--- src/rtl/core/differential_fan_controller_core_assert.svh ---
// Assertion macros shared by the fan controller core.
`ifndef DIFFERENTIAL_FAN_CONTROLLER_CORE_ASSERT_SVH
`define DIFFERENTIAL_FAN_CONTROLLER_CORE_ASSERT_SVH

// Same-cycle implication, checked outside reset.
`define DFC_ASSERT_NOW(label, clk, rstn, cond, expr, msg) \
    label: assert property (@(posedge clk) disable iff (!rstn) (cond) |-> (expr)) \
        else $error(msg);

// Next-cycle implication, checked outside reset.
`define DFC_ASSERT_NEXT(label, clk, rstn, cond, expr, msg) \
    label: assert property (@(posedge clk) disable iff (!rstn) (cond) |=> (expr)) \
        else $error(msg);

`endif

--- src/rtl/core/dfc_pkg.sv ---
// Shared types and constants for the differential fan controller core.
`default_nettype none

package dfc_pkg;

    localparam int ADC_W   = 10;
    localparam int TEMP_W  = 12;
    localparam int THR_W   = 12;
    localparam int CNT_W   = 3;
    localparam int FUNC_W  = 3;
    localparam int CIDX_W  = 2;

    // Conversion: (adc * -2263 + 1945370) / 1000, truncated toward zero.
    localparam int PROD_W     = 22;
    localparam int MAG_W      = 21;
    localparam int QUOT_W     = 11;
    localparam int SLOPE_MAG  = 2263;
    localparam int OFFSET_NUM = 1945370;
    // floor(m / 1000) == (m * RECIP) >> RECIP_SHIFT for every m below 2**21
    localparam int RECIP       = 2147484;
    localparam int RECIP_W     = 22;
    localparam int RECIP_SHIFT = 31;

    // Reset values of configuration and state.
    localparam logic [THR_W-1:0]  ON_THR_RST  = THR_W'(40);
    localparam logic [THR_W-1:0]  OFF_THR_RST = THR_W'(25);
    localparam logic [CNT_W-1:0]  LIMIT_RST   = CNT_W'(5);
    localparam logic [TEMP_W-1:0] TEMP_RST    = TEMP_W'(200);

    typedef logic signed [TEMP_W-1:0] temp_t;

    typedef enum logic [FUNC_W-1:0] {
        FUNC_READ       = 3'd0,
        FUNC_FORCE_ON   = 3'd1,
        FUNC_FORCE_OFF  = 3'd2,
        FUNC_SWITCH_ON  = 3'd3,
        FUNC_SWITCH_OFF = 3'd4
    } func_e;

    typedef enum logic [CIDX_W-1:0] {
        CFG_ON_THR  = 2'd0,
        CFG_OFF_THR = 2'd1,
        CFG_LIMIT   = 2'd2
    } cfg_idx_e;

    typedef struct packed {
        logic [THR_W-1:0] on_thr;
        logic [THR_W-1:0] off_thr;
        logic [CNT_W-1:0] limit;
    } cfg_t;

    // Load enables of the three conversion stages.
    typedef struct packed {
        logic s1;
        logic s2;
        logic s3;
    } stage_en_t;

endpackage

`default_nettype wire

--- src/rtl/core/dfc_lane.sv ---
// One sensor lane: converts a converter sample to decidegrees in three stages.
`default_nettype none

module dfc_lane (
    input  wire logic                       aclk,
    input  wire dfc_pkg::stage_en_t         en,
    input  wire logic [dfc_pkg::ADC_W-1:0]  adc,
    output dfc_pkg::temp_t                  temp
);
    import dfc_pkg::*;

    logic [PROD_W-1:0]          prod_reg;
    logic [PROD_W-1:0]          prod_next;
    logic [MAG_W-1:0]           mag_reg;
    logic [MAG_W-1:0]           mag_next;
    logic                       neg_reg;
    logic                       neg_next;
    temp_t                      temp_reg;
    temp_t                      temp_next;
    logic signed [PROD_W:0]     num;
    logic signed [PROD_W:0]     num_abs;
    logic [MAG_W+RECIP_W-1:0]   scaled;
    logic [QUOT_W-1:0]          quot;

    // Stage 1: scale the sample by the slope magnitude
    assign prod_next = PROD_W'(adc) * PROD_W'(SLOPE_MAG);

    // Stage 2: add the offset, split into sign and magnitude
    always_comb begin
        num      = (PROD_W+1)'(OFFSET_NUM) - {1'b0, prod_reg};
        num_abs  = num[PROD_W] ? -num : num;
        neg_next = num[PROD_W];
        mag_next = num_abs[MAG_W-1:0];
    end

    // Stage 3: divide the magnitude by 1000 through the reciprocal, restore sign
    always_comb begin
        scaled    = (MAG_W+RECIP_W)'(mag_reg) * (MAG_W+RECIP_W)'(RECIP);
        quot      = scaled[RECIP_SHIFT +: QUOT_W];
        temp_next = neg_reg ? -temp_t'({1'b0, quot}) : temp_t'({1'b0, quot});
    end

    // Advance each stage when its enable is set
    always_ff @(posedge aclk) begin
        if (en.s1) begin
            prod_reg <= prod_next;
        end
        if (en.s2) begin
            mag_reg <= mag_next;
            neg_reg <= neg_next;
        end
        if (en.s3) begin
            temp_reg <= temp_next;
        end
    end

    assign temp = temp_reg;

endmodule

`default_nettype wire

--- src/rtl/core/dfc_merge.sv ---
// Merge stage: difference, hysteresis and persistence update, result register.
`default_nettype none

module dfc_merge (
    input  wire logic                       aclk,
    input  wire logic                       aresetn,
    input  wire dfc_pkg::cfg_t              cfg,
    input  wire logic                       in_valid,
    output logic                            in_ready,
    input  wire dfc_pkg::func_e             func,
    input  wire dfc_pkg::temp_t             local_temp,
    input  wire dfc_pkg::temp_t             remote_temp,
    output logic                            m_valid,
    input  wire logic                       m_ready,
    output dfc_pkg::temp_t                  m_local_decidegc,
    output dfc_pkg::temp_t                  m_remote_decidegc,
    output logic [dfc_pkg::TEMP_W-1:0]      m_abs_difference,
    output logic                            m_fan_on,
    output logic [dfc_pkg::CNT_W-1:0]       m_persist_count
);
    import dfc_pkg::*;

    // Controller state
    logic                   fan_reg;
    logic                   fan_next;
    logic [CNT_W-1:0]       cnt_reg;
    logic [CNT_W-1:0]       cnt_next;
    temp_t                  local_reg;
    temp_t                  local_next;
    temp_t                  remote_reg;
    temp_t                  remote_next;
    logic [TEMP_W-1:0]      diff_reg;
    logic [TEMP_W-1:0]      diff_next;
    logic                   valid_reg;

    // Result payload
    temp_t                  out_local_reg;
    temp_t                  out_remote_reg;
    logic [TEMP_W-1:0]      out_diff_reg;
    logic                   out_fan_reg;
    logic [CNT_W-1:0]       out_cnt_reg;

    logic signed [TEMP_W:0] delta;
    logic signed [TEMP_W:0] delta_abs;
    logic [TEMP_W-1:0]      mag;
    logic                   hit_on;
    logic                   hit_off;
    logic                   fan_mid;
    logic [CNT_W-1:0]       cnt_mid;
    logic                   take;

    assign in_ready = !valid_reg || m_ready;
    assign take     = in_valid && in_ready;

    // Absolute difference of the incoming temperatures
    always_comb begin
        delta     = {remote_temp[TEMP_W-1], remote_temp} - {local_temp[TEMP_W-1], local_temp};
        delta_abs = delta[TEMP_W] ? -delta : delta;
        mag       = delta_abs[TEMP_W-1:0];
        hit_on    = mag > cfg.on_thr;
        hit_off   = mag < cfg.off_thr;
    end

    // Next state: the on test first, the off test acts on its result
    always_comb begin
        fan_next    = fan_reg;
        cnt_next    = cnt_reg;
        local_next  = local_reg;
        remote_next = remote_reg;
        diff_next   = diff_reg;
        fan_mid     = fan_reg;
        cnt_mid     = cnt_reg;
        unique case (func)
            FUNC_READ: begin
                local_next  = local_temp;
                remote_next = remote_temp;
                diff_next   = mag;
                if (hit_on) begin
                    if (cnt_reg < cfg.limit) begin
                        cnt_mid = cnt_reg + CNT_W'(1);
                    end else begin
                        fan_mid = 1'b1;
                        cnt_mid = '0;
                    end
                end
                fan_next = fan_mid;
                cnt_next = cnt_mid;
                if (hit_off) begin
                    if (cnt_mid < cfg.limit) begin
                        cnt_next = cnt_mid + CNT_W'(1);
                    end else begin
                        fan_next = 1'b0;
                        cnt_next = '0;
                    end
                end
            end
            FUNC_FORCE_ON: begin
                fan_next = 1'b1;
            end
            FUNC_FORCE_OFF: begin
                fan_next = 1'b0;
            end
            FUNC_SWITCH_ON: begin
                fan_next = 1'b1;
                cnt_next = '0;
            end
            FUNC_SWITCH_OFF: begin
                fan_next = 1'b0;
                cnt_next = '0;
            end
            default: begin
            end
        endcase
    end

    // Hold state, update it and load the result on each transfer in
    always_ff @(posedge aclk) begin
        if (!aresetn) begin
            fan_reg    <= 1'b0;
            cnt_reg    <= '0;
            local_reg  <= temp_t'(TEMP_RST);
            remote_reg <= temp_t'(TEMP_RST);
            diff_reg   <= '0;
            valid_reg  <= 1'b0;
        end else begin
            if (take) begin
                fan_reg    <= fan_next;
                cnt_reg    <= cnt_next;
                local_reg  <= local_next;
                remote_reg <= remote_next;
                diff_reg   <= diff_next;
            end
            if (in_ready) begin
                valid_reg <= in_valid;
            end
        end
    end

    always_ff @(posedge aclk) begin
        if (take) begin
            out_local_reg  <= local_next;
            out_remote_reg <= remote_next;
            out_diff_reg   <= diff_next;
            out_fan_reg    <= fan_next;
            out_cnt_reg    <= cnt_next;
        end
    end

    assign m_valid           = valid_reg;
    assign m_local_decidegc  = out_local_reg;
    assign m_remote_decidegc = out_remote_reg;
    assign m_abs_difference  = out_diff_reg;
    assign m_fan_on          = out_fan_reg;
    assign m_persist_count   = out_cnt_reg;

endmodule

`default_nettype wire

--- src/rtl/core/differential_fan_controller_core.sv ---
// Top level of the differential fan controller core.
//
// Usage: each transfer on the s_ channel is one item: a reading of two
// sensor samples (s_func read), a force command or a switch event. Every
// item yields exactly one transfer on the m_ channel carrying the stored
// temperatures, their absolute difference, the fan state and the
// persistence counter after the update.
// The first conversion stage loads at the transfer edge; the other two stages and the merge
// stage that holds the controller state follow in turn, each registered. Throughput: one
// item per cycle while the m_ channel does not stall.
// The cfg channel writes on threshold (index 0), off threshold (index 1)
// and persistence limit (index 2); other indexes are dropped. cfg_ready
// is always high. Write it only while no item is in flight.
// Reset (aresetn low, synchronous) empties the pipeline, turns the fan
// off, clears the counter and the difference, sets both temperatures to
// 200 and restores the register defaults (40, 25, 5).
// When the receiver stalls, the result holds on the m_ ports; the stages
// behind it keep filling, and s_ready drops only once all are full.
`default_nettype none

`include "differential_fan_controller_core_assert.svh"

module differential_fan_controller_core (
    input  wire logic                           aclk,
    input  wire logic                           aresetn,
    // Configuration write channel
    input  wire logic                           cfg_valid,
    output logic                                cfg_ready,
    input  wire logic [dfc_pkg::CIDX_W-1:0]     cfg_index,
    input  wire logic [dfc_pkg::THR_W-1:0]      cfg_data,
    // Item channel
    input  wire logic                           s_valid,
    output logic                                s_ready,
    input  wire logic [dfc_pkg::FUNC_W-1:0]     s_func,
    input  wire logic [dfc_pkg::ADC_W-1:0]      s_adc_local,
    input  wire logic [dfc_pkg::ADC_W-1:0]      s_adc_remote,
    // Result channel
    output logic                                m_valid,
    input  wire logic                           m_ready,
    output dfc_pkg::temp_t                      m_local_decidegc,
    output dfc_pkg::temp_t                      m_remote_decidegc,
    output logic [dfc_pkg::TEMP_W-1:0]          m_abs_difference,
    output logic                                m_fan_on,
    output logic [dfc_pkg::CNT_W-1:0]           m_persist_count
);
    import dfc_pkg::*;

    cfg_t       cfg_reg;
    logic       v1_reg;
    logic       v2_reg;
    logic       v3_reg;
    func_e      func1_reg;
    func_e      func2_reg;
    func_e      func3_reg;
    logic       ready1;
    logic       ready2;
    logic       ready3;
    logic       merge_ready;
    stage_en_t  en;
    temp_t      local_temp;
    temp_t      remote_temp;

    assign cfg_ready = 1'b1;

    // Configuration registers
    always_ff @(posedge aclk) begin
        if (!aresetn) begin
            cfg_reg.on_thr  <= ON_THR_RST;
            cfg_reg.off_thr <= OFF_THR_RST;
            cfg_reg.limit   <= LIMIT_RST;
        end else if (cfg_valid && cfg_ready) begin
            unique case (cfg_idx_e'(cfg_index))
                CFG_ON_THR:  cfg_reg.on_thr  <= cfg_data;
                CFG_OFF_THR: cfg_reg.off_thr <= cfg_data;
                CFG_LIMIT:   cfg_reg.limit   <= cfg_data[CNT_W-1:0];
                default: begin
                end
            endcase
        end
    end

    // Stage handshake: a stage loads when empty or when its successor loads
    assign ready3  = !v3_reg || merge_ready;
    assign ready2  = !v2_reg || ready3;
    assign ready1  = !v1_reg || ready2;
    assign s_ready = ready1;
    assign en.s1   = ready1;
    assign en.s2   = ready2;
    assign en.s3   = ready3;

    always_ff @(posedge aclk) begin
        if (!aresetn) begin
            v1_reg <= 1'b0;
            v2_reg <= 1'b0;
            v3_reg <= 1'b0;
        end else begin
            if (ready1) begin
                v1_reg <= s_valid;
            end
            if (ready2) begin
                v2_reg <= v1_reg;
            end
            if (ready3) begin
                v3_reg <= v2_reg;
            end
        end
    end

    // Carry the item code alongside the lanes
    always_ff @(posedge aclk) begin
        if (ready1) begin
            func1_reg <= func_e'(s_func);
        end
        if (ready2) begin
            func2_reg <= func1_reg;
        end
        if (ready3) begin
            func3_reg <= func2_reg;
        end
    end

    dfc_lane u_lane_local (
        .aclk (aclk),
        .en   (en),
        .adc  (s_adc_local),
        .temp (local_temp)
    );

    dfc_lane u_lane_remote (
        .aclk (aclk),
        .en   (en),
        .adc  (s_adc_remote),
        .temp (remote_temp)
    );

    dfc_merge u_merge (
        .aclk              (aclk),
        .aresetn           (aresetn),
        .cfg               (cfg_reg),
        .in_valid          (v3_reg),
        .in_ready          (merge_ready),
        .func              (func3_reg),
        .local_temp        (local_temp),
        .remote_temp       (remote_temp),
        .m_valid           (m_valid),
        .m_ready           (m_ready),
        .m_local_decidegc  (m_local_decidegc),
        .m_remote_decidegc (m_remote_decidegc),
        .m_abs_difference  (m_abs_difference),
        .m_fan_on          (m_fan_on),
        .m_persist_count   (m_persist_count)
    );

    // An accepted item always lands in the first stage
    `DFC_ASSERT_NEXT(a_accept_fills_s1, aclk, aresetn, s_valid && s_ready, v1_reg, "accepted item lost at stage 1")

    // With every stage full and the result stalled, no new transfer is taken
    `DFC_ASSERT_NOW(a_full_blocks_input, aclk, aresetn, v1_reg && v2_reg && v3_reg && m_valid && !m_ready, !s_ready, "input taken while pipeline full")

    // A limit write lands in the register
    `DFC_ASSERT_NEXT(a_limit_write, aclk, aresetn, cfg_valid && cfg_ready && cfg_index == CFG_LIMIT, cfg_reg.limit == $past(cfg_data[CNT_W-1:0]), "persistence limit write lost")

endmodule

`default_nettype wire

--- config.mk ---
export PLATFORM = sky130hd
export DESIGN_NAME = differential_fan_controller_core
export DESIGN_NICKNAME = d
export VERILOG_FILES = /design/src/rtl/core/dfc_pkg.sv /design/src/rtl/core/dfc_lane.sv /design/src/rtl/core/dfc_merge.sv /design/src/rtl/core/differential_fan_controller_core.sv
export VERILOG_INCLUDE_DIRS = /design/src /design/src/rtl/core
export SDC_FILE = /design/constraint.sdc
export NUM_CORES = 1
export LEC_CHECK = 0
export BUFFER_PORTS_ARGS = -buffer_cell sky130_fd_sc_hd__buf_4
export CAP_MARGIN = 15
export CORE_ASPECT_RATIO = 1.4
export CORE_MARGIN = 1
export CORE_UTILIZATION = 35
export CTS_CLUSTER_DIAMETER = 30
export DETAILED_ROUTE_END_ITERATION = 7
export GPL_ROUTABILITY_DRIVEN = 0
export PLACE_DENSITY = 0.6
export SYNTH_ARGS = -nofsm -noshare
export SYNTH_HDL_FRONTEND = slang
export SYNTH_SLANG_ARGS = --single-unit
--- constraint.sdc ---
create_clock -name aclk -period 13.78 [get_ports aclk]
set_clock_uncertainty 0.1 [all_clocks]
set_input_delay 2.067 -clock aclk [delete_from_list [all_inputs] [get_ports aclk]]
set_output_delay 2.067 -clock aclk [all_outputs]
set_load 0.01 [all_outputs]
==> impl_metrics.yaml <==
drt:
  vias_per_cell: 4.71
  antenna_left: 0
  route.vias.total: 18800
  drt_iter0_drc: 526
  routed_wl_um: 60000
  detailed_routing_iteration_count_for_the_pre_antenna_repair_pass: 6
  drc: 0
  routedWlPerCell_um: 15.0
grt:
  grt_use_total: 0.155
  grt_max_degree: 75
  groute.layer.met3.usage: 0.0207
  use_met1: 0.171
  grt_most_used_layer: "met2"
  wire_length_of_the_first_global_routing_pass_um: 97900
  initial_antenna_violation_count: 0
  globalRouteMet2Util: 0.300
  via_count_of_the_first_global_routing_pass: 19500
  grt_overflow_total: 0
clock_tree:
  cts-root-buf: "clkbuf_16"
  clockBufferDepth: 3
  cts_resized: 0
  cts.repair_timing.setup_buffer_count: 0
  cts_num_sinks: 232
  clkLatencyLatePin_ps: 600
  clock_tree_from_tritoncts: "done"
  hold_buf_count_cts: 0
  reg_clk_slew_reported_paths_ps: 50
  cts-htree-levels: 2
  cts-buffers-inserted: 53
logic_synthesis:
  post_synth_instance_area_um2: 27300
  area_share_of_the_leading_cell_type_in_the_synthesized_netlist: 0.246
  flip_flop_and_latch_count_after_synthesis: 232
  synth_most_common_cell: "inv_1"
  synth_enable_flop_cells: 161
  yosys.cell_types.count: 81
  yosysWarnings: 0
  synth.top_cells.by_count: "inv_1 (573), ha_1 (535), nand2_1 (254)"
  ys_seq_area_frac: 0.229
  synthesis.area_per_instance_um2: 9.73
  ys_top_cells_by_area: "ha_1 (25%), fa_1 (18%), edfxtp_1 (18%)"
  post_synthesis_instance_total: 2801
  postSynth.topFlopCell: "edfxtp_1"
  syn_nets: 3625
  yosys.area.top_type: "ha_1"
  ys_async_sr_fraction: 0
sta:
  max_slew_margin: 0.361
  report.final.slew_viol_count: 0
  fmax_mhz: 144
  finalHoldViolCount: 0
  final_period_minus_worst_setup_slack_ps: 6950
  min_period_over_period: 0.504
  unrepaired_setup_endpoints_after_global_routing: "false"
  setup_tns_ps: 0
  setup-violations-final: 0
  worst_slew_pin_slew_ps: 948
placed_design:
  placed_cells: 3887
  post-dp-hpwl_um: 50200
  numPortBuffers: 83
finish:
  n_antenna_cell: 0
  final_cell_count_no_fill: 3988
  finalNetCount: 3730
  areaGrowthSynthToFinish_pct: 14.1
  largest_reg_flops: 27
  layout-drive-gt1-share: 0.0783
worst_setup_path:
  timing.critical_path.to_type: "flip-flop"
  r2r_cells: 24
  critPathSlowestCell: "a2111oi_0"
  worstSetupStartpointType: "flip-flop"
  cell_breakdown_of_the_critical_path: "ha_1 > ha_1 > inv_1 > fa_1 > fa_1 > inv_1 > fa_1 > fa_1 > inv_1 > fa_1 > inv_1 > ha_1 > a21o_1 > a21oi_1 > nor2_1 > a2111oi_0 > a31o_2 > nand3_1 > xor2_1 > inv_1 > ha_1 > nand3_1 > o21ai_0 > xnor2_1"
  worstReg2RegEnd: "u_lane_local.temp[8]$_DFFE_PP_"
  worst_ep_arrival_time_ps: 7190
  regToRegStartpoint: "u_lane_local.mag_reg[4]$_DFFE_PP_"
  setup.worst_path.class: "reg -> reg"
  cpPeakStageDelay_ps: 740
  critical_path_required_ps: 14020
  worst-r2r-setup-slack_ps: 6830
  timing.critical_path.fanout_max: 6
min_path:
  min_to: "func3_reg[1]$_DFFE_PP_"
  worstHoldPathCells: 0
  class_of_the_tightest_hold_or_removal_check: "reg -> reg"
  hp-start: "func2_reg[1]$_DFFE_PP_"
floorplan:
  design.die.area_um2: 79000
  rows: 120
  fp.dieW_um: 238
  start_util: 0.355
  die_height_um: 332
  core_um2: 76700
  top_level_i_o_count: 85
status:
  run_status: "finished clean"
flow_run:
  max_capacitance_violation_total: 0
-- placed cells by master (no fill, tap or decap), types with 7 or more instances in the layout --
master | synthesis | layout
inv_1 | 573 | 571
ha_1 | 535 | 535
nand2_1 | 254 | 253
fa_1 | 247 | 247
edfxtp_1 | 161 | 161
o21ai_0 | 109 | 109
xnor2_1 | 107 | 107
a21oi_1 | 103 | 103
buf_4 | 3 | 91
nor2_1 | 77 | 77
dfxtp_1 | 71 | 71
xor2_1 | 58 | 58
clkbuf_16 | 0 | 56
nand3_1 | 46 | 46
a21boi_0 | 46 | 46
nor3_1 | 29 | 28
a21o_1 | 26 | 26
nor2b_1 | 23 | 23
a31oi_1 | 23 | 23
and3_1 | 18 | 18
o21a_1 | 17 | 17
nand4_1 | 16 | 16
o21bai_1 | 14 | 14
nand2b_1 | 13 | 13
or2_2 | 12 | 12
o211ai_1 | 12 | 12
and2_1 | 12 | 12
o31ai_1 | 11 | 11
o21ai_1 | 10 | 10
nor4_1 | 10 | 10
bufinv_16 | 0 | 10
or4_1 | 7 | 7
nand3b_1 | 7 | 7
a211oi_1 | 7 | 7
clkinv_2 | 0 | 7
-- through the flow --
stage,hold WS [ps],setup WS [ps],instance area (um^2),util
5_1_grt,325,6460,31100,0.406
4_1_cts,317,6850,31100,0.405
3_5_place_dp,305,6870,29100,0.379
2_1_floorplan,300,7270,27300,-
6_report,312,6830,31100,0.406
3_3_place_gp,301,6960,29100,0.379
-- worst max path at each step --
stage               depth (start not counted)                                    to                          startpoint
floorplan                                  22      u_lane_remote.temp[10]$_DFFE_PP_  u_lane_remote.mag_reg[7]$_DFFE_PP_
global placement                           18  u_lane_remote.prod_reg[21]$_DFFE_PP_                     s_adc_remote[7]
detailed placement                         22      u_lane_remote.temp[10]$_DFFE_PP_  u_lane_remote.mag_reg[2]$_DFFE_PP_
CTS                                        22      u_lane_remote.temp[10]$_DFFE_PP_  u_lane_remote.mag_reg[1]$_DFFE_PP_
global route                               22       u_lane_remote.temp[9]$_DFFE_PP_  u_lane_remote.mag_reg[6]$_DFFE_PP_
finish                                     24        u_lane_local.temp[8]$_DFFE_PP_   u_lane_local.mag_reg[4]$_DFFE_PP_
-- cells by family (layout without fill, tap and decap cells) --
family / Yosys count / in the layout / share of synthesized area
adders and majority gates: 782 / 782 / 0.427
buffers and inverters: 616 / 766 / 0.0853
and+or+nand+nor: 547 / 547 / 0.0939
AOI/OAI and AO/OA: 447 / 447 / 0.107
DFF: 232 / 232 / 0.229
xor gates and xnor gates: 165 / 165 / 0.0530
muxes: 11 / 11 / 0.00427
other: 1 / 1 / 0.000138
-- critical path, delay by kind of cell, from the launching register on --
family | cells | cell delay (ps)
AO/OA/AOI/OAI | 5 | 1500
XOR/XNOR | 2 | 420
adder cells (fa/ha/maj) | 9 | 3500
buffers and inverters | 5 | 370
flip-flops | 1 | 520
AND/OR/NAND/NOR | 3 | 300
-- routing by layer --
metal / share of wire / wire length, um
met1: 0.41 / 24300
met4: 0.030 / 1800
met5: 0 / 0
met2: 0.54 / 32200
met3: 0.027 / 1610
-- area by class of cell --
class / instances / area [um^2]
sequential: 232 / 6260
fill: 7549 / 45600
tap: 1037 / 1300
timing repair buffer: 92 / 711
clock inverter: 40 / 556
multi-input combinational: 1953 / 18700
inverter: 574 / 2150
clock buffer: 60 / 1460
Power is not shown: default switching activity piles up to over one toggle a cycle in this logic, so the estimate is an artifact.
